===== config.mk =====
export PLATFORM = sky130hd
export DESIGN_NAME = wfps_regs
export DESIGN_NICKNAME = d
export VERILOG_FILES = /design/src/hdl/wfps_pkg.sv /design/src/hdl/wfps_regs.sv
export SDC_FILE = /design/constraint.sdc
export NUM_CORES = 1
export LEC_CHECK = 0
export BUFFER_PORTS_ARGS = -buffer_cell sky130_fd_sc_hd__buf_4
export CAP_MARGIN = 5
export CORE_MARGIN = 3
export CORE_UTILIZATION = 50
export DETAILED_ROUTE_END_ITERATION = 10
export PLACE_DENSITY = 0.84
export SLEW_MARGIN = 10
export SYNTH_ARGS = -nofsm -noshare
export SYNTH_HDL_FRONTEND = slang
export SYNTH_SLANG_ARGS = --single-unit

===== constraint.sdc =====
create_clock -name clk -period 1.3 [get_ports clk]
set_input_delay 0.13 -clock clk [delete_from_list [all_inputs] [get_ports clk]]
set_output_delay 0.13 -clock clk [all_outputs]
set_load 0.02 [all_outputs]

===== src/hdl/wfps_pkg.sv =====
// shared types and constants of the wall-following pid steering block
// register map, configuration struct, controller commands and states
// no dependencies
package wfps_pkg;

	localparam int DEF_MAX_SCAN_SAMPLES = 2048;

	localparam int ADDR_W = 5;
	localparam int DATA_W = 32;
	localparam int WIN_W  = 12;

	localparam logic [15:0] RST_SETPOINT   = 16'd384;
	localparam logic [7:0]  RST_HORIZON    = 8'd80;
	localparam logic [15:0] RST_GAIN_P     = 16'd20480;
	localparam logic [15:0] RST_GAIN_D     = 16'd20480;
	localparam logic [15:0] RST_GAIN_I     = 16'd205;
	localparam logic [31:0] RST_MOVE_THR   = 32'd655;
	localparam logic [11:0] RST_WIN_START  = 12'd135;
	localparam logic [11:0] RST_WIN_END    = 12'd404;

	// derivative term divisor, digit-serial divider geometry
	localparam int DERIV_DIV   = 25;
	localparam int DIV_REM_W   = $clog2(DERIV_DIV);
	localparam int DIV_DIGIT_W = 6;
	localparam int DIV_W       = 42;
	localparam int DIV_STEPS   = DIV_W / DIV_DIGIT_W;
	localparam int DIV_CNT_W   = $clog2(DIV_STEPS);

	typedef enum logic [2:0] {
		REG_SETPOINT  = 3'd0,
		REG_HORIZON   = 3'd1,
		REG_GAIN_P    = 3'd2,
		REG_GAIN_D    = 3'd3,
		REG_GAIN_I    = 3'd4,
		REG_MOVE_THR  = 3'd5,
		REG_WIN_START = 3'd6,
		REG_WIN_END   = 3'd7
	} reg_idx_t;

	typedef struct packed {
		logic [15:0]      setpoint_distance;
		logic [7:0]       predict_horizon;
		logic [15:0]      gain_p;
		logic [15:0]      gain_d;
		logic [15:0]      gain_i;
		logic [31:0]      moving_threshold_sq;
		logic [WIN_W-1:0] window_start;
		logic [WIN_W-1:0] window_end;
	} cfg_t;

	typedef enum logic [2:0] {
		ST_IDLE,
		ST_ODOM,
		ST_PRED,
		ST_ERR,
		ST_MUL,
		ST_IMUL,
		ST_DIV,
		ST_SUM
	} state_t;

	typedef struct packed {
		logic sample;
		logic odom_ld;
		logic odom_cmp;
		logic pred;
		logic err;
		logic mul;
		logic imul;
		logic div_step;
		logic sum;
	} dp_cmd_t;

	typedef struct packed {
		logic out_full;
	} dp_status_t;

endpackage


===== src/hdl/wfps_regs.sv =====
// configuration register file behind the apb-style port
// depends on wfps_pkg for the register map and cfg_t
module wfps_regs import wfps_pkg::*; (
	input  logic              clk,
	input  logic              arst_n,
	input  logic              psel,
	input  logic              penable,
	input  logic              pwrite,
	input  logic [ADDR_W-1:0] paddr,
	input  logic [DATA_W-1:0] pwdata,
	output logic [DATA_W-1:0] prdata,
	output logic              pready,
	output cfg_t              cfg
);

	cfg_t     cfg_q;
	reg_idx_t idx;

	assign idx    = reg_idx_t'(paddr[ADDR_W-1:2]);
	assign pready = 1'b1;
	assign cfg    = cfg_q;

	always_ff @(posedge clk or negedge arst_n) begin
		if (!arst_n) begin
			cfg_q.setpoint_distance   <= RST_SETPOINT;
			cfg_q.predict_horizon     <= RST_HORIZON;
			cfg_q.gain_p              <= RST_GAIN_P;
			cfg_q.gain_d              <= RST_GAIN_D;
			cfg_q.gain_i              <= RST_GAIN_I;
			cfg_q.moving_threshold_sq <= RST_MOVE_THR;
			cfg_q.window_start        <= RST_WIN_START;
			cfg_q.window_end          <= RST_WIN_END;
		end else if (psel && penable && pwrite && pready) begin
			case (idx)
				REG_SETPOINT:  cfg_q.setpoint_distance   <= pwdata[15:0];
				REG_HORIZON:   cfg_q.predict_horizon     <= pwdata[7:0];
				REG_GAIN_P:    cfg_q.gain_p              <= pwdata[15:0];
				REG_GAIN_D:    cfg_q.gain_d              <= pwdata[15:0];
				REG_GAIN_I:    cfg_q.gain_i              <= pwdata[15:0];
				REG_MOVE_THR:  cfg_q.moving_threshold_sq <= pwdata;
				REG_WIN_START: cfg_q.window_start        <= pwdata[WIN_W-1:0];
				REG_WIN_END:   cfg_q.window_end          <= pwdata[WIN_W-1:0];
				default: ;
			endcase
		end
	end

	always_comb begin
		case (idx)
			REG_SETPOINT:  prdata = DATA_W'(cfg_q.setpoint_distance);
			REG_HORIZON:   prdata = DATA_W'(cfg_q.predict_horizon);
			REG_GAIN_P:    prdata = DATA_W'(cfg_q.gain_p);
			REG_GAIN_D:    prdata = DATA_W'(cfg_q.gain_d);
			REG_GAIN_I:    prdata = DATA_W'(cfg_q.gain_i);
			REG_MOVE_THR:  prdata = cfg_q.moving_threshold_sq;
			REG_WIN_START: prdata = DATA_W'(cfg_q.window_start);
			REG_WIN_END:   prdata = DATA_W'(cfg_q.window_end);
			default:       prdata = '0;
		endcase
	end

endmodule


Yosys cells after proc, flatten, opt, wreduce, memory -nomap -nowiden
Index checks and enable logic that the tools add are counted.
W data, S select, Z words.
{"block": "word_totals", "register_bits": 128, "latchBits": 0, "ramBits": 0, "romBits": 0, "in_bits": 42, "word_cells": 27, "n_memories": 0}
{"block": "op_classes", "add_sub_neg": 0, "multipliers": 0, "div": 0, "magnitude_cmp": 0, "eq_ne": 7, "shift": 0, "n_mux": 1, "n_bitwise": 0, "reduce_logical": 11}
{"cell": "$pmux W32 S8", "n": 1}
{"cell": "$reduce_and A2 Y1", "n": 8}
{"cell": "$eq A3 B3 Y1 const B", "n": 4}
{"cell": "$eq A3 B2 Y1 const B", "n": 2}
{"cell": "$eq A3 B1 Y1 const B", "n": 1}
{"cell": "$logic_not A3 Y1", "n": 1}
{"cell": "$logic_and A1 B1 Y1", "n": 2}

Depth between registers and ports, before layout
Gate-level depths: netlist (run 1).
{"block": "logic_depth", "ltp_word": 3, "ltp_mapped": 7, "mapped_depth_nobuf": 4}

Least setup slack after synthesis (run 1)
Ideal clock, no wire load.
{"block": "synth_path", "path_kind": "input-to-output", "from": "input paddr[4]", "to": "output prdata[0]", "arrival_time_ns": 1.360, "required_ns": 1.170, "slack_ns": -0.190, "cell_stages": 6, "n_path_buf": 2, "path_cell_list": "buf_2 > clkinv_1 > nand2_1 > clkbuf_1 > nor2_1 > a31oi_1"}
{"block": "synth_between", "elab_chain_len": 2, "elab_cells_between_ends": 9}
{"item": "start, declared", "line_no": "wfps_regs.sv:9", "text": "input logic [ADDR_W-1:0] paddr,"}
{"item": "$eq A3 B3 Y1 (tied with other cells)", "line_no": "wfps_regs.sv:49", "text": "case (idx)"}
{"item": "$pmux W32 S8 *", "line_no": "wfps_regs.sv:49"}
{"item": "end, declared", "line_no": "wfps_regs.sv:11", "text": "output logic [DATA_W-1:0] prdata,"}
Mark *: on every way between the ends. The rest lies on a longest branch, timed or not.

Worst setup path after layout (run 1)
{"block": "layout_path", "from": "register cfg_q (netlist bit cfg[2])", "to": "output prdata[2]"}
{"block": "layout_between", "elab_chain_len": 1}
{"item": "start, declared", "line_no": "wfps_regs.sv:16", "text": "cfg_t cfg_q;"}
{"item": "$pmux W32 S8", "line_no": "wfps_regs.sv:49"}
No other way between the ends.

==> flow_summary.yaml, run 1 <==
run_status:
  status: "complete, but fails checks"
  violations: "negative setup slack"
synth:
  synth_cell_types: 41
  synth_edf_count: 0
  synth_warnings: 0
  yosys_register_bits: 128
  synth.avg_cell_area_um2: 13.6
  async_flop_share_pct: 100
  synth-seq-area-share_pct: 55.0
  synth_nets: 476
  synthesis.area_um2: 5890
  synth_ff_type: "dfrtp_1"
  netlist_instances: 434
sta:
  rsz0062_at_grt: "true"
  finalClockSkew_ns: 0
  fmax_mhz: 532
  finalWorstSetupSlack_ns: -0.579
  hold_viol: 0
  finalMaxSlewViolations: 0
  fin_crit_ns: 1.88
  setup_viol: 20
  period_share_pct: 145
place:
  place_ws_ns: -0.172
  placed_cells: 826
  io_buffers: 199
  dp_hpwl_um: 12900
  place.gp.congestion: 0.860
final_layout:
  antenna_cells: 0
  largest_reg_flops: 128
  syn_to_final_growth_pct: 61.2
  layout_common_cells: "buf_4 (250), mux2_2 (110), dfrtp_1 (101)"
  nNetsFinal: 792
  fill_cells: 532
  drive_gt1_share_pct: 68.9
  multiInputGateArea_um2: 2740
  ff_latch_area_um2: 3240
  instances_no_fill: 906
  mostFrequentLayoutCell: "buf_4"
grt:
  grt_first_pass_wirelength_um: 31300
  track_usage_pct: 31.5
  grt_overflow: 0
  grt_pass1_vias: 5675
  grt_max_degree: 61
  antenna_found_initial: 0
clock_network:
  cts_buffers: 17
  root_buffer: "clkbuf_16"
  clk_pin_slew_ns: 0.06
  clock-sinks: 128
  htreeDepth: 4
  cts.path.max_buffers: 2
  clk_latency_ns: 0.41
  cts_tree: "built"
setup_path:
  worstSetupPathType: "reg -> out"
  cp_data_required_time_ns: 1.17
  crit_fanout: 2
  crit_path_end_kind: "output port"
  r2r_cells: 3
  cp-start-kind: "register"
  arrival_ns: 1.75
route:
  ant_nets: 0
  dr_total_vias: 5252
  drtIter0Drc: 402
  finalWirelength_um: 21500
  viasPerCell: 5.80
  wl_per_cell_um: 23.8
  drcViolationCount: 0
  first_pass_iters: 5
pwr:
  p_total_mw: 15.3
  ir_worst_vdd_mv: 1.03
  power_density_nw_per_um2: 1620
  p_leak_nw: 4.62
floorplanning:
  fp-row-count: 39
  die_h_um: 115
  start_util_pct: 51.4
  die_w_um: 115
  coreArea_um2: 11500
  ioPinCount: 203
  die_area_um2: 13100
worst_hold_path:
  hold_depth: 2
  holdCritPathClass: "in -> reg"
job:
  cap_violations: 0
-- per-stage QoR --
stage	utilization (%)	cell area, µm²	hold WS, ns	setup TNS (ns)
2_1_floorplan	-	6040	-0.166	-3.27
3_3_place_gp	72.0	8260	0.0178	-7.67
3_5_place_dp	72.0	8260	0.0225	-11.15
4_1_cts	81.4	9340	0.000735	-5.66
5_1_grt	82.8	9490	0.00615	-7.00
6_report	82.8	9490	0.0180	-5.98
-- critical path: stages (launching register included) --
cell and delay [ns]:
dfstp_2 0.57, mux2i_1 0.12, a211oi_2 0.28, o32a_1 0.23
buf_6 0.13
-- area by class of cell --
class / instances / share of cell area (%)
Sequential cell: 128 / 34.1
Timing Repair Buffer: 323 / 29.2
Multi-Input combinational cell: 276 / 28.9
Clock buffer: 25 / 5.11
Tap cell: 143 / 1.88
Clock inverter: 7 / 0.659
Inverter: 4 / 0.158
-- power by group --
group | internal, mW | switching [mW] | total [mW]
Sequential | 4.90 | 0.710 | 5.61
Combinational | 2.66 | 2.58 | 5.24
Clock | 2.77 | 1.73 | 4.50
Total | 10.3 | 5.02 | 15.3
-- per-layer routing --
| metal | GRT usage, % | up-vias | routed length, µm |
|---|---|---|---|
| li1 | - | 2211 | - |
| met1 | 37.3 | 2619 | 7750 |
| met2 | 52.2 | 336 | 10900 |
| met3 | 8.83 | 86 | 1870 |
| met4 | 16.2 | 0 | 972 |
| met5 | 0 | - | 0 |
-- cells in the mapped netlist (2+ instances only) --
library cell / count / share of area (%)
a211oi_1: 9 / 1.1
a21oi_1: 7 / 0.59
a22oi_1: 2 / 0.25
a31oi_1: 3 / 0.32
a32o_1: 2 / 0.34
and2_1: 16 / 1.7
buf_1: 2 / 0.13
buf_2: 13 / 1.1
buf_4: 6 / 0.76
buf_6: 2 / 0.38
clkbuf_1: 3 / 0.19
dfrtp_1: 101 / 43
dfstp_2: 27 / 12
inv_1: 3 / 0.19
mux2_1: 10 / 1.9
mux2_2: 119 / 23
mux2i_1: 29 / 4.9
nand2_1: 5 / 0.32
nand2_2: 2 / 0.21
nand2b_1: 5 / 0.53
nand3_1: 3 / 0.25
nand3b_1: 2 / 0.25
nor2_1: 23 / 1.5
nor2_2: 3 / 0.32
nor3b_1: 2 / 0.25
o21ai_0: 6 / 0.51
o22a_1: 6 / 0.89
o22ai_1: 9 / 0.96
o32a_1: 2 / 0.34
-- final timing paths --
path                       startpoint        end  slack (ns)
setup / recovery               cfg[2]  prdata[2]       -0.58
hold / removal             pwdata[10]    cfg[98]        0.02
setup reg to reg              cfg[82]    cfg[82]        0.27
hold reg to reg               cfg[43]    cfg[43]        0.53
max in group asynchronous      arst_n    cfg[86]        0.50
min in group asynchronous      arst_n    cfg[79]        0.14
-- repair_timing --
| action | CTS | global route |
|---|---|---|
| setup endpoints to repair | 25 | 43 |
| hold buffers | 23 | 0 |
| hold endpoints to repair | 147 | 0 |
| resized for setup | 40 | 29 |
| pin swaps | 22 | 7 |
| gates cloned | 0 | 0 |
| buffers inserted | 19 | 7 |
-- kinds of logic (layout without fill, tap and decap cells) --
group | Yosys count | in the layout | share of synthesized area (%)
compound gates | 50 | 50 | 5.97
other cells | 1 | 1 | 0.0637
buf+inv | 30 | 359 | 2.83
simple gates | 66 | 66 | 6.20
flops | 128 | 128 | 55.0
mux | 159 | 159 | 30.0
No activity file was read; power rests on OpenSTA's default activity.
==> run 2, diff against run 1 <==
RECOVER_POWER = 25   (was default)
==> run 2 against run 1 <==
The flow still finishes with violations (negative setup slack). Flip-flop and latch count did not move. Total power barely moved. Clock power barely moved. Sequential share of layout area barely moved. Critical path type unchanged. Wire length barely moved. Utilization barely moved. Final area barely moved.
==> flow_summary.yaml, run 2 (synthesized netlist as in run 1, its figures left out) <==
floorplanning:
  ioPinCount: 203
  coreArea_um2: 11500
  die_w_um: 115
  start_util_pct: 51.4
  die_h_um: 115
  die_area_um2: 13100
  fp-row-count: 39
pwr:
  ir_worst_vdd_mv: 1.03
  p_leak_nw: 4.62
  power_density_nw_per_um2: 1620
final_layout:
  fill_cells: 533
  nNetsFinal: 792
  layout_common_cells: "buf_4 (249), mux2_2 (110), dfrtp_1 (101)"
  multiInputGateArea_um2: 2740
  drive_gt1_share_pct: 68.8
  ff_latch_area_um2: 3240
  syn_to_final_growth_pct: 61.1
  mostFrequentLayoutCell: "buf_4"
  largest_reg_flops: 128
  antenna_cells: 0
  final_cell_area_um2: 9490
route:
  drtIter0Drc: 402
  dr_total_vias: 5249
  drcViolationCount: 0
  ant_nets: 0
  finalWirelength_um: 21500
  viasPerCell: 5.79
  wl_per_cell_um: 23.8
  first_pass_iters: 5
worst_hold_path:
  min_from: "pwdata[10]"
  hold_depth: 2
  holdCritPathClass: "in -> reg"
  worst_hold_path.endpoint: "cfg[98]"
grt:
  grt_overflow: 0
  antenna_found_initial: 0
  grt_first_pass_wirelength_um: 31300
  grt_pass1_vias: 5675
  track_usage_pct: 31.5
  grt_max_degree: 61
run_status:
  violations: "negative setup slack"
  status: "complete, but fails checks"
sta:
  fin_crit_ns: 1.88
  finalMaxSlewViolations: 0
  tightest_slew_ns: 1.23
  relSlewSlack_pct: 18.3
  fmax_mhz: 532
  finalClockSkew_ns: 0
  hold_viol: 0
  finalWorstSetupSlack_ns: -0.581
  setup_viol: 131
  rsz0062_at_grt: "true"
  period_share_pct: 145
setup_path:
  cp-start-kind: "register"
  worstReg2RegEnd: "cfg[82]"
  arrival_ns: 1.75
  r2r-start: "cfg[82]"
  r2r_cells: 3
  worstSetupPathType: "reg -> out"
  cp_data_required_time_ns: 1.17
  crit_fanout: 2
  crit_path_end_kind: "output port"
  rrSetupSlack_ns: 0.27
place:
  dp_hpwl_um: 12900
  io_buffers: 199
  dpl_cell_area_um2: 8260
  place_ws_ns: -0.172
  place.gp.congestion: 0.860
clock_network:
  cts_buffers: 17
  clk_latency_ns: 0.41
  root_buffer: "clkbuf_16"
  clk_pin_slew_ns: 0.06
  cts_tree: "built"
  htreeDepth: 4
  cts.path.max_buffers: 2
  clock-sinks: 128
job:
  cap_violations: 0
[run 2: worst max-delay path by stage]
stage,start,to,slack (ns),depth (start not counted)
finish,cfg[2],prdata[2],-0.58,4
detailed placement,paddr[3],cfg[122],-0.17,5
global route,cfg[2],prdata[2],-0.56,4
global placement,paddr[3],cfg[118],-0.13,5
floorplan,paddr[4],cfg[77],-0.09,6
CTS,cfg[90],prdata[2],-0.49,4
[run 2: layout make-up]
type / instances / share of cell area, %
sequential: 128 / 34.1
timing repair buffer: 323 / 29.2
clock inverter: 7 / 0.659
multi-input combinational: 276 / 28.9
tap: 143 / 1.89
clock buffer: 25 / 5.12
inverter: 4 / 0.158
[run 2: metrics by stage]
step           hold slack [ns]  utilization (%)  total power, mW  instances  setup TNS [ns]
4_1_cts               0.000735             81.4             15.0        900           -5.66
5_1_grt                0.00615             82.8             15.8        906          -28.49
3_3_place_gp            0.0178             72.0             9.97        826           -7.67
2_1_floorplan           -0.166                -             7.81        434           -3.27
3_5_place_dp            0.0225             72.0             10.1        826          -11.15
6_report                0.0172             82.8             15.3        906          -16.34
[run 2: power by group]
group          leakage, nW  switching, mW  internal (mW)
clock                0.271           1.73           2.77
combinational         2.77           2.58           2.66
sequential            1.57          0.709           4.90
total                 4.62           5.02           10.3
[run 2: critical path, cell delays in order (launching register included)]
cell,delay [ns]
dfstp_2,0.57
mux2i_1,0.12
a211oi_2,0.28
o32a_1,0.23
buf_6,0.13
[run 2: timing repair]
action                                  CTS  global route
resized for setup                        40            29
endpoints found under the setup margin   25            43
hold endpoints to repair                147             0
gates cloned                              0             0
pin swaps                                22             7
hold buffers                             23             0
buffers inserted                         19             7
[run 2: metal layers]
layer	wire length, µm	up-vias	GRT usage [%]
met5	0	-	0
met4	945	0	16.2
met3	1860	82	8.83
met2	11000	330	52.2
met1	7760	2626	37.3
li1	-	2211	-
