$ cat config.mk
export PLATFORM = sky130hd
export DESIGN_NAME = wfps_ctrl
export DESIGN_NICKNAME = d
export VERILOG_FILES = /design/src/hdl/wfps_pkg.sv /design/src/hdl/wfps_ctrl.sv
export SDC_FILE = /design/constraint.sdc
export NUM_CORES = 1
export LEC_CHECK = 0
export BUFFER_PORTS_ARGS = -buffer_cell sky130_fd_sc_hd__buf_4
export CORE_AREA = 2 2 39 41
export DETAILED_ROUTE_END_ITERATION = 8
export DIE_AREA = 0 0 41 43
export GPL_TIMING_DRIVEN = 0
export HOLD_SLACK_MARGIN = 0.1
export PLACE_DENSITY = 0.56
export SKIP_CTS_REPAIR_TIMING = 1
export SYNTH_ARGS = -nofsm -noshare
export SYNTH_HDL_FRONTEND = slang
export SYNTH_SLANG_ARGS = --single-unit
$ cat constraint.sdc
create_clock -name clk -period 3.1 [get_ports clk]
set_clock_uncertainty 0.2 [all_clocks]
set_input_delay 0.31 -clock clk [delete_from_list [all_inputs] [get_ports clk]]
set_output_delay 0.31 -clock clk [all_outputs]
set_load 0.01 [all_outputs]
$ cat src/hdl/wfps_pkg.sv
// shared types and constants of the wall-following pid steering block
// register map, configuration struct, controller commands and states
// no dependencies
package wfps_pkg;

	localparam int DEF_MAX_SCAN_SAMPLES = 2048;

	localparam int ADDR_W = 5;
	localparam int DATA_W = 32;
	localparam int WIN_W  = 12;

	localparam logic [15:0] RST_SETPOINT   = 16'd384;
	localparam logic [7:0]  RST_HORIZON    = 8'd80;
	localparam logic [15:0] RST_GAIN_P     = 16'd20480;
	localparam logic [15:0] RST_GAIN_D     = 16'd20480;
	localparam logic [15:0] RST_GAIN_I     = 16'd205;
	localparam logic [31:0] RST_MOVE_THR   = 32'd655;
	localparam logic [11:0] RST_WIN_START  = 12'd135;
	localparam logic [11:0] RST_WIN_END    = 12'd404;

	// derivative term divisor, digit-serial divider geometry
	localparam int DERIV_DIV   = 25;
	localparam int DIV_REM_W   = $clog2(DERIV_DIV);
	localparam int DIV_DIGIT_W = 6;
	localparam int DIV_W       = 42;
	localparam int DIV_STEPS   = DIV_W / DIV_DIGIT_W;
	localparam int DIV_CNT_W   = $clog2(DIV_STEPS);

	typedef enum logic [2:0] {
		REG_SETPOINT  = 3'd0,
		REG_HORIZON   = 3'd1,
		REG_GAIN_P    = 3'd2,
		REG_GAIN_D    = 3'd3,
		REG_GAIN_I    = 3'd4,
		REG_MOVE_THR  = 3'd5,
		REG_WIN_START = 3'd6,
		REG_WIN_END   = 3'd7
	} reg_idx_t;

	typedef struct packed {
		logic [15:0]      setpoint_distance;
		logic [7:0]       predict_horizon;
		logic [15:0]      gain_p;
		logic [15:0]      gain_d;
		logic [15:0]      gain_i;
		logic [31:0]      moving_threshold_sq;
		logic [WIN_W-1:0] window_start;
		logic [WIN_W-1:0] window_end;
	} cfg_t;

	typedef enum logic [2:0] {
		ST_IDLE,
		ST_ODOM,
		ST_PRED,
		ST_ERR,
		ST_MUL,
		ST_IMUL,
		ST_DIV,
		ST_SUM
	} state_t;

	typedef struct packed {
		logic sample;
		logic odom_ld;
		logic odom_cmp;
		logic pred;
		logic err;
		logic mul;
		logic imul;
		logic div_step;
		logic sum;
	} dp_cmd_t;

	typedef struct packed {
		logic out_full;
	} dp_status_t;

endpackage

$ cat src/hdl/wfps_ctrl.sv
// controller state machine: input handshake and control step sequencing
// depends on wfps_pkg for state_t, dp_cmd_t and dp_status_t
module wfps_ctrl import wfps_pkg::*; (
	input  logic       clk,
	input  logic       arst_n,
	input  logic       in_valid,
	input  logic       action,
	input  logic       last_sample,
	input  dp_status_t status,
	output logic       in_stall,
	output dp_cmd_t    cmd
);

	localparam logic [DIV_CNT_W-1:0] DIV_LAST = DIV_CNT_W'(DIV_STEPS - 1);

	state_t               state_q, state_d;
	logic [DIV_CNT_W-1:0] div_cnt_q;

	always_ff @(posedge clk or negedge arst_n) begin
		if (!arst_n) begin
			state_q   <= ST_IDLE;
			div_cnt_q <= '0;
		end else begin
			state_q <= state_d;
			if (state_q == ST_DIV) begin
				div_cnt_q <= (div_cnt_q == DIV_LAST) ? '0 : div_cnt_q + 1'b1;
			end
		end
	end

	always_comb begin
		state_d  = state_q;
		in_stall = 1'b1;
		cmd      = '0;
		case (state_q)
			ST_IDLE: begin
				in_stall = 1'b0;
				if (in_valid) begin
					if (action) begin
						cmd.odom_ld = 1'b1;
						state_d     = ST_ODOM;
					end else begin
						cmd.sample = 1'b1;
						if (last_sample) begin
							state_d = ST_PRED;
						end
					end
				end
			end
			ST_ODOM: begin
				cmd.odom_cmp = 1'b1;
				state_d      = ST_IDLE;
			end
			ST_PRED: begin
				cmd.pred = 1'b1;
				state_d  = ST_ERR;
			end
			ST_ERR: begin
				cmd.err = 1'b1;
				state_d = ST_MUL;
			end
			ST_MUL: begin
				cmd.mul = 1'b1;
				state_d = ST_IMUL;
			end
			ST_IMUL: begin
				cmd.imul = 1'b1;
				state_d  = ST_DIV;
			end
			ST_DIV: begin
				cmd.div_step = 1'b1;
				if (div_cnt_q == DIV_LAST) begin
					state_d = ST_SUM;
				end
			end
			ST_SUM: begin
				if (!status.out_full) begin
					cmd.sum = 1'b1;
					state_d = ST_IDLE;
				end
			end
			default: state_d = ST_IDLE;
		endcase
	end

endmodule

* Word level (Yosys, flattened, before mapping) *
Index checks and enable logic that the tools add are counted.

word-level totals
  bits in registers = 6
  input bits = 6
  output and inout port bits = 10
  word-level logic and storage cells = 37

cells by class
  add/subtract/negate cells = 1
  equal/unequal tests = 12
  muxes and demuxes = 20
  reductions and logical operators = 2

operators by type and width
  kind                                            count
  case mux 3 bit (8 select lines)                 1
  two-way mux 3 bit                               6
  == test 3 bit (second input constant)           5
  two-way mux 1 bit                               11
  == test 3 x 2 -> 1 bit (second input constant)  2
  two-way mux 2 bit                               2
  != test 2 bit (second input constant)           2
  AND reduction 4 bit                             1
  adder 3 x 1 -> 3 bit (second input constant)    1
  == test 3 x 1 -> 1 bit (second input constant)  1
  zero test 3 bit                                 1
  != test 3 bit (second input constant)           1
  != test 2 x 1 -> 1 bit (second input constant)  1

* Longest topological paths before layout *
Gate-level depths: netlist of run 1.

  depth in word-level cells = 4
  depth in mapped cells = 4
  mapped depth without buffers = 3

* Least setup slack after synthesis of run 1 *
Ideal clock, no wire load.

  path kind = flip-flop to output port
  start point = reg state_q[2]
  end point = out cmd[8] (netlist bit)
  arrival time = 940 ps
  data required time = 2,590 ps
  path slack = 1,650 ps
  cell stages (with the launch flop) = 5
  buffers on the path = 1
  cells stage by stage = dfrtp_1 -> buf_2 -> nor3_2 -> nand2_1 -> nor2_1

RTL lines
  element                   line             source
  start: declaration        wfps_ctrl.sv:16  state_t state_q, state_d;
  start signal: assignment  wfps_ctrl.sv:24  state_q <= state_d;
  end: declaration          wfps_ctrl.sv:11  output dp_cmd_t cmd

==> metrics, run 1 <==
Crit Path Max Fanout=10; Synth area leaders=dfrtp_1 38%, nand2_1 6.6%, nor2_1 5.7%; largest net degree at the start of global routing=11; fmax=approximately 560 MHz; Area Overhead vs Synth=41.5%; Post-Route WL=around 780 µm; Top FF cell, synth=dfrtp_1; CTS tree=built; clk buf depth=2; Yosys top cell by area=dfrtp_1; Starting Density=0.288; dpl hpwl=about 610 µm; clk slew on worst S/H paths=about 40 ps; Pwr Total=0.532 mW; WS Path Type=flop to output port; PwrDens=945 mW/mm²; port bufs=15; vias=between 300 and 400; Residual DRC=0; CTS Buf Count=3; GRT Resource Usage Total=0.0950; H-tree depth=1; Async S/R FF share, synth=1.00; CTS Sinks=6; status=finished, final reports clean; cell leakage power=~0.28 nW; CTS Root Cell=clkbuf_4; RSZ-0062 raised after global routing=no; Critical Path End Type=output port; # IOs=16; row cnt=14; Synth Cell Area=398 µm²; synthesized area per cell=slightly below 9 µm²; Worst-Margin Slew=between 150 and 200 ps; number of diodes=0; Worst EP arrival=1290 ps; Synth top cells by count=7 x nand2_1, 6 x dfrtp_1, 6 x nor2_1; DRT antenna net count=0; nets=72; Setup violations, final=0; minimum clock period=~1800 ps; Max-cap violations=0; global route total overflow=0; clock insertion delay at the later pin of the skew report=230 ps; Post-Syn Nets=51; Final Cycle Share=0.580; vias in the first global route=305; Fin. Hold Viols=0; EDFF count, synth=0; count leader, synth=nand2_1; antenna violations before repair=0; GPL Wtd Cong=between 0.7 and 0.8; DIE WIDTH=slightly above 40 µm; synthesized instance count=45; core footprint=~0.0014 mm²; Hold WC Path Type=input pin to flop; #FFs+latches synth=6; DRT iter0 DRCs=2; Req. time, crit path=about 2600 ps; first-pass GRT wire length=1.17 mm; max_slew headroom=0.875; die area=about 0.0018 mm²; Synth top area share=0.377; maximum vdd drop=between 200 and 250 µV; Filler Cells Inserted=152; total negative slack=0 ps; share of cells above drive strength 1=0.391; Netlist cell types=21; share of the yosys chip area belonging to registers=0.377; CP Launch Type=flop; Via density=4.60; fin util=0.407; final slew viol count=0; drt first pass iters=2; chip height=about 43 µm; synth warn=0; WL/cell=9.79 µm
placed cells by master (no fill, tap or decap):
| cell type | instances |
|---|---|
| a21oi_1 | 4 |
| buf_2 | 3 |
| buf_4 | 15 |
| mux2i_1 | 2 |
| inv_1 | 1 |
| o21ai_0 | 1 |
| nand2_1 | 7 |
| nor2_1 | 6 |
| clkbuf_4 | 3 |
| nand2b_1 | 1 |
| and3_1 | 1 |
| nor3b_1 | 2 |
| mux2_4 | 1 |
| nand4b_1 | 1 |
| o21a_1 | 1 |
| dfrtp_1 | 6 |
| o211a_1 | 1 |
| dlygate4sd3_1 | 1 |
| nor3b_2 | 1 |
| buf_6 | 1 |
| and2_1 | 1 |
| o2bb2ai_1 | 1 |
| and3b_1 | 2 |
| nor3_2 | 1 |
metrics by stage:
| step | hold WS [ps] | setup slack (ps) | cell area [µm²] | cells |
|---|---|---|---|---|
| finish | 163 | 1300 | 563 | 80 |
| global placement | -80.2 | 1540 | 531 | 76 |
| CTS | -324 | 1290 | 553 | 79 |
| global route | 168 | 1210 | 563 | 80 |
| floorplan | -186 | 1650 | 398 | 45 |
| detailed placement | -81.1 | 1540 | 531 | 76 |
layer usage:
layer  vias up  global-route usage  wire (µm)
met3         0              0.0157          0
met1       176               0.135        386
met4         0              0.0400          0
met2         0               0.138        396
li1        192                   -          -
met5         -                   0          0
sequential cells by signal (all words and copies together), names as in the netlist:
register	cells
state_q	3
div_cnt_q	3
report_power, final:
part           internal, mW  switching, mW  leakage [nW]
registers             0.118         0.0317        0.0702
clock network        0.0434         0.0226        0.0138
logic                 0.165          0.151         0.191
total                 0.326          0.206         0.275
worst max-delay path, cell delays in order, from the launching register on:
cell	delay [ps]
dfrtp_1	360
buf_2	170
nor3_2	230
and3_1	180
buf_4	110
layout make-up:
type | instances | area (µm²) | area share
Buffer | 4 | 26.3 | 0.0467
Sequential cell | 6 | 150 | 0.267
Multi-Input combinational cell | 34 | 218 | 0.387
Timing Repair Buffer | 16 | 123 | 0.218
Tap cell | 16 | 20.0 | 0.0356
Clock buffer | 3 | 22.5 | 0.0400
Inverter | 1 | 3.75 | 0.00667
worst paths after layout:
check	start	endpoint	slack [ps]	depth (start not counted)
hold / removal	status	state_q[1]$_DFFE_PN0P_	160	3
hold reg to reg	div_cnt_q[1]$_DFFE_PN0P_	div_cnt_q[1]$_DFFE_PN0P_	360	1
min in group asynchronous	arst_n	div_cnt_q[2]$_DFFE_PN0P_	220	2
max in group asynchronous	arst_n	state_q[2]$_DFFE_PN0P_	2370	2
setup / recovery	state_q[2]$_DFFE_PN0P_	cmd[7]	1300	4
setup reg to reg	state_q[0]$_DFFE_PN0P_	div_cnt_q[0]$_DFFE_PN0P_	1790	3
cells by family after synthesis:
family | after synthesis | share of synthesized area
flip-flops | 6 | 0.377
AO/OA/AOI/OAI | 8 | 0.129
AND/OR/NAND/NOR | 23 | 0.330
multiplexers | 3 | 0.0880
buffers and inverters | 5 | 0.0754
(Power assumes the default switching activity.)
==> run 2: changes to the inputs <==
--- a/config.mk
+++ b/config.mk
@@ -11,7 +11,7 @@
 export DIE_AREA = 0 0 41 43
 export GPL_TIMING_DRIVEN = 0
 export HOLD_SLACK_MARGIN = 0.1
-export PLACE_DENSITY = 0.56
+export PLACE_DENSITY = 0.58
 export SKIP_CTS_REPAIR_TIMING = 1
 export SYNTH_ARGS = -nofsm -noshare
 export SYNTH_HDL_FRONTEND = slang
==> constraint.sdc (replaced) <==
create_clock -name clk -period 1.6 [get_ports clk]
set_clock_uncertainty 0.2 [all_clocks]
set_input_delay 0.16 -clock clk [delete_from_list [all_inputs] [get_ports clk]]
set_output_delay 0.16 -clock clk [all_outputs]
set_load 0.01 [all_outputs]
==> metrics, run 2 (synthesized netlist as in run 1, its figures left out) <==
status=finished, final reports clean (unchanged); CTS Sinks=6 (unchanged); share of cells above drive strength 1=0.427 (was 0.391); max_slew headroom=0.817 (was 0.875); CTS Root Cell=clkbuf_4 (unchanged); critical-path cell list=buf_6 -> nor3_4 -> and3_1 -> buf_4 (was buf_2 -> nor3_2 -> and3_1 -> buf_4); Final Non-Filler Cells=91 (was 80); number of diodes=0 (unchanged); clk buf depth=2 (unchanged); Fin. Hold Viols=0 (unchanged); Crit Path Max Fanout=8 (was 10); WL/cell=10.6 µm (was 9.79 µm); most frequent cells in the layout=22 x buf_4, 7 x nand2_1, 6 x dfrtp_1, 6 x dlygate4sd3_1, 5 x nor2_1 (was 15 x buf_4, 7 x nand2_1, 6 x nor2_1, 6 x dfrtp_1, 4 x a21oi_1); Starting Density=0.288 (unchanged); Slowest-stage cell, CP=dfrtp_1 (unchanged); Worst EP arrival=1240 ps (was 1290 ps); PwrDens=1810 mW/mm² (was 945 mW/mm²); Worst-Margin Slew=274 ps (was 187 ps); Max-cap violations=0 (unchanged); CP Launch Type=flop (unchanged); RSZ-0062 raised after global routing=yes (was no); fmax=about 630 MHz; row cnt=14 (unchanged); clk slew on worst S/H paths=40 ps (about the same); Hold WC Path Type=flop to flop (was input pin to flop); die area=0.00176 mm² (unchanged); Area Overhead vs Synth=72.6% (was 41.5%); H-tree depth=1 (unchanged); port bufs=15 (unchanged); core footprint=0.00138 mm² (unchanged); Via density=4.52 (was 4.60); Regs by FF count=div_cnt_q: 3 flops, state_q: 3 flops (unchanged); drt first pass iters=4 (was 2); maximum vdd drop=823 µV (was 209 µV); most common cell after layout, fill and taps aside=buf_4 (unchanged); chip height=43 µm (unchanged); global route total overflow=0 (unchanged); final slew viol count=0 (unchanged); area post-placement=531 µm² (unchanged); GRT Resource Usage Total=0.117 (was 0.0950); GPL Wtd Cong=0.630 (was 0.728); vias=411 (was 368); fin util=0.496 (was 0.407); first-pass GRT wire length=1.37 mm (was 1.17 mm); Final Cycle Share=0.998; Critical Path End Type=output port (unchanged); # IOs=16 (unchanged); antenna violations before repair=0 (unchanged); minimum clock period=between 1500 and 2000 ps; CTS tree=built (unchanged); vias in the first global route=360 (was 305); clock insertion delay at the later pin of the skew report=240 ps (was 230 ps); cell leakage power=0.334 nW (was 0.275 nW); critical path's top delay family=flip-flops (was simple AND/OR/NAND/NOR gates); Post-Route WL=967 µm (was 783 µm); DIE WIDTH=41 µm (unchanged); max incr delay on CP=380 ps (was 360 ps); nets=83 (was 72); Final Cell Area=687 µm² (was 563 µm²); DRT antenna net count=0 (unchanged); placed cells=76 (unchanged); DRT iter0 DRCs=1 (was 2); Setup violations, final=0 (unchanged); Reg2Reg Setup Slack=250 ps (was 1790 ps); WS Path Type=flop to output port (unchanged); CTS Buf Count=3 (unchanged); largest net degree at the start of global routing=11 (unchanged); Req. time, crit path=1240 ps (was 2590 ps); Residual DRC=0 (unchanged); dpl hpwl=629 µm (was 607 µm); Crit path buffers/inverters=2 (unchanged)
run 2: changes by cell type in the layout (fill, tap and decap cells not counted), sizes merged:
| cell | previous run | this run |
|---|---|---|
| buf | 19 | 25 |
| dlygate4sd3 | 1 | 6 |
run 2: per-stage QoR:
step / TNS, ps / hold WS [ps] / worst slack, ps / power, mW
4_1_cts: -225 / -493 / -92.4 / 1.06
5_1_grt: -186 / 367 / -76.9 / 1.35
2_1_floorplan: 0 / -336 / 300 / 0.718
3_3_place_gp: 0 / -229 / 192 / 0.905
6_report: 0 / 341 / 3.18 / 1.24
3_5_place_dp: 0 / -229 / 182 / 0.909
run 2: final cells by class:
cell class | instances | area [µm²]
Buffer | 4 | 41.3
Clock buffer | 3 | 22.5
Fill cell | 145 | 697
Inverter | 1 | 3.75
Multi-Input combinational cell | 34 | 231
Sequential cell | 6 | 150
Tap cell | 16 | 20.0
Timing Repair Buffer | 27 | 218
run 2: per-layer routing:
| layer | GRT usage | up-vias | wire [µm] |
|---|---|---|---|
| met2 | 0.175 | 16 | 490 |
| met1 | 0.135 | 181 | 420 |
| met5 | 0 | - | 0 |
| met4 | 0.120 | 0 | 0 |
| li1 | - | 214 | - |
| met3 | 0.00524 | 0 | 56 |
run 2: worst paths after layout:
kind                                          start                  endpoint  cells after the start
max                          state_q[0]$_DFFE_PN0P_                    cmd[7]                      4
min                        div_cnt_q[1]$_DFFE_PN0P_  div_cnt_q[1]$_DFFE_PN0P_                      1
max reg2reg                  state_q[0]$_DFFE_PN0P_    state_q[1]$_DFFE_PN0P_                      5
min reg2reg                div_cnt_q[1]$_DFFE_PN0P_  div_cnt_q[1]$_DFFE_PN0P_                      1
max in group asynchronous                    arst_n  div_cnt_q[2]$_DFFE_PN0P_                      3
min in group asynchronous                    arst_n  div_cnt_q[0]$_DFFE_PN0P_                      3
run 2: power breakdown:
part | internal, mW | total, mW | switching, mW
sequential | 0.229 | 0.292 | 0.0625
combinational | 0.461 | 0.815 | 0.354
clock | 0.0846 | 0.136 | 0.0514
total | 0.775 | 1.24 | 0.468
==> run 3: changes to the inputs <==
--- a/config.mk
+++ b/config.mk
@@ -5,13 +5,14 @@
 export SDC_FILE = /design/constraint.sdc
 export NUM_CORES = 1
 export LEC_CHECK = 0
+export ABC_AREA = 1
 export BUFFER_PORTS_ARGS = -buffer_cell sky130_fd_sc_hd__buf_4
 export CORE_AREA = 2 2 39 41
 export DETAILED_ROUTE_END_ITERATION = 8
 export DIE_AREA = 0 0 41 43
 export GPL_TIMING_DRIVEN = 0
 export HOLD_SLACK_MARGIN = 0.1
-export PLACE_DENSITY = 0.58
+export PLACE_DENSITY = 0.56
 export SKIP_CTS_REPAIR_TIMING = 1
 export SYNTH_ARGS = -nofsm -noshare
 export SYNTH_HDL_FRONTEND = slang
==> metrics, run 3 <==
status=finished, final reports clean (unchanged); Yosys top cell by area=dfrtp_1 (unchanged); share of the yosys chip area belonging to registers=0.392 (was 0.377); minimum clock period=1550 ps (was 1600 ps); max_slew headroom=0.814 (was 0.817); H-tree depth=1 (unchanged); DIE WIDTH=41 µm (unchanged); Synth Cell Area=383 µm² (was 398 µm²); vias=420 (was 411); core footprint=0.00138 mm² (unchanged); drt first pass iters=4 (unchanged); cell count along the critical path=6 (was 4); synth warn=0 (unchanged); PwrDens=1770 mW/mm² (was 1810 mW/mm²); critical path's top delay family=flip-flops (unchanged); most common cell after layout, fill and taps aside=buf_4 (unchanged); Crit path buffers/inverters=2 (unchanged); FF-to-FF path depth=5 (unchanged); CTS Root Cell=clkbuf_4 (unchanged); Req. time, crit path=1240 ps (about the same); Max-cap violations=0 (unchanged); Crit Path Max Fanout=4 (was 8); Async S/R FF share, synth=1.00 (unchanged); RSZ-0062 raised after global routing=yes (unchanged); worst setup path start=state_q[2]$_DFFE_PN0P_ (was state_q[0]$_DFFE_PN0P_); nets=89 (was 83); count leader, synth=nor2_1 (was nand2_1); Setup violations, final=0 (unchanged); Top cell by count, worst path=nand2_2; antenna violations before repair=0 (unchanged); CTS Buf Count=3 (unchanged); chip height=43 µm (unchanged); CTS tree=built (unchanged); share of cells above drive strength 1=0.444 (was 0.427); DRT antenna net count=0 (unchanged); port bufs=15 (unchanged); pre-CTS WS=232 ps (was 182 ps); CP Launch Type=flop (unchanged); Worst setup endpoint=cmd[8] (was cmd[7]); DRT iter0 DRCs=2 (was 1); Synth top area share=0.392 (was 0.377); Slowest-stage cell, CP=dfrtp_2 (was dfrtp_1); CTS Sinks=6 (unchanged); fmax=645 MHz (was 626 MHz); Hold Slack=111 ps (was 341 ps); Netlist cell types=15 (was 21); Final Cycle Share=0.969 (was 0.998); vias in the first global route=312 (was 360); # IOs=16 (unchanged); Worst EP arrival=1190 ps (was 1240 ps); global route total overflow=0 (unchanged); GPL Wtd Cong=0.674 (was 0.630); die area=0.00176 mm² (unchanged); Starting Density=0.277 (was 0.288); synthesized instance count=55 (was 45); clock insertion delay at the later pin of the skew report=240 ps (about the same); GRT Resource Usage Total=0.104 (was 0.117); EDFF count, synth=0 (unchanged); row cnt=14 (unchanged); setup ws final=49.5 ps (was 3.18 ps); Worst-Margin Slew=278 ps (was 274 ps); #FFs+latches synth=6 (unchanged); Reg2Reg Setup Slack=330 ps (was 250 ps); final slew viol count=0 (unchanged); Synth top cells by count=10 x nor2_1, 9 x inv_1, 6 x dfrtp_1, 6 x nand2_1, 5 x nand3_1 (was 7 x nand2_1, 6 x dfrtp_1, 6 x nor2_1); number of diodes=0 (unchanged); Synth area leaders=dfrtp_1 39%, nor2_1 9.8%, inv_1 8.8% (was dfrtp_1 38%, nand2_1 6.6%, nor2_1 5.7%); Top FF cell, synth=dfrtp_1 (unchanged); largest net degree at the start of global routing=8 (was 11); synthesized area per cell=6.96 µm² (was 8.84 µm²); WS Path Type=flop to output port (unchanged); maximum vdd drop=679 µV (was 823 µV); cell leakage power=0.330 nW (was 0.334 nW); Fin. Hold Viols=0 (unchanged); Area Overhead vs Synth=62.1% (was 72.6%); clk slew on worst S/H paths=50 ps (was 40 ps); WL/cell=8.91 µm (was 10.6 µm); Final Cell Area=621 µm² (was 687 µm²); Hold WC Path Type=input pin to flop (was flop to flop); first-pass GRT wire length=1.21 mm (was 1.37 mm); Residual DRC=0 (unchanged); critical-path cell list=nor2_4 -> nand2_2 -> inv_2 -> nand2_2 -> nor2_1 -> buf_4 (was buf_6 -> nor3_4 -> and3_1 -> buf_4); r2r endpoint=state_q[1]$_DFFE_PN0P_ (unchanged); Regs by FF count=div_cnt_q: 3 flops, state_q: 3 flops (unchanged); max incr delay on CP=430 ps (was 380 ps); Post-Syn Nets=61 (was 51); Post-Route WL=864 µm (was 967 µm); area post-placement=515 µm² (was 531 µm²); Via density=4.33 (was 4.52); dpl hpwl=628 µm (was 629 µm); Critical Path End Type=output port (unchanged); r2r startpoint=state_q[2]$_DFFE_PN0P_ (was state_q[0]$_DFFE_PN0P_); most frequent cells in the layout=19 x buf_4, 9 x nor2_1, 8 x inv_1 (was 22 x buf_4, 7 x nand2_1, 6 x dfrtp_1, 6 x dlygate4sd3_1, 5 x nor2_1); clk buf depth=2 (unchanged)
[run 3: cell count changes after synthesis, sizes merged, moves of 3 or more]
cell,delta
buf,-4
nor2,+7
inv,+10
nor3b,-3
nand3,+5
o21ai,+3
[run 3: power breakdown]
part,switching (mW),internal [mW],leakage [nW]
clock,0.0559,0.0849,0.0138
combinational,0.339,0.302,0.249
sequential,0.0838,0.235,0.0675
[run 3: cell type report]
class	instances	area, µm²
inverter	11	41.3
multi-input combinational	38	201
tap	16	20.0
fill	160	763
timing repair buffer	23	183
sequential	6	153
clock buffer	3	22.5
[run 3: per-layer routing]
metal  track usage  part of all wire  vias to the layer above
met2         0.147              0.44                       12
met1         0.125              0.48                      180
met3        0.0314             0.060                        2
met4        0.0800             0.021                        0
met5             0                 0                        -
li1              -                 -                      226
[run 3: cells by family after synthesis]
family,count (synthesis),synth area share
simple gates,28,0.346
buf+inv,11,0.108
compound gates,10,0.154
flops,6,0.392
[run 3: worst min path at each step]
| stage | startpoint | end | cells after the start |
|---|---|---|---|
| after floorplan | arst_n | div_cnt_q[0]$_DFFE_PN0P_ | 0 |
| after global placement | arst_n | div_cnt_q[0]$_DFFE_PN0P_ | 1 |
| after detailed placement | arst_n | div_cnt_q[0]$_DFFE_PN0P_ | 1 |
| after CTS | arst_n | div_cnt_q[0]$_DFFE_PN0P_ | 1 |
| after global routing | in_valid | state_q[1]$_DFFE_PN0P_ | 5 |
| final | in_valid | state_q[1]$_DFFE_PN0P_ | 5 |
[run 3: per-stage QoR]
step / setup TNS (ps) / cells / power [mW] / util
floorplan: 0 / 55 / 0.679 / -
global placement: 0 / 86 / 0.863 / 0.373
detailed placement: 0 / 86 / 0.868 / 0.373
CTS: -34.1 / 89 / 1.01 / 0.389
global route: -17.5 / 97 / 1.20 / 0.448
finish: 0 / 97 / 1.10 / 0.448
[run 3: worst reg2reg max path, stage by stage (launching register included)]
cell	delay (ps)
dfrtp_2	430
buf_4	160
nand3_1	100
nor2_1	80
a21oi_1	110
a21oi_1	70
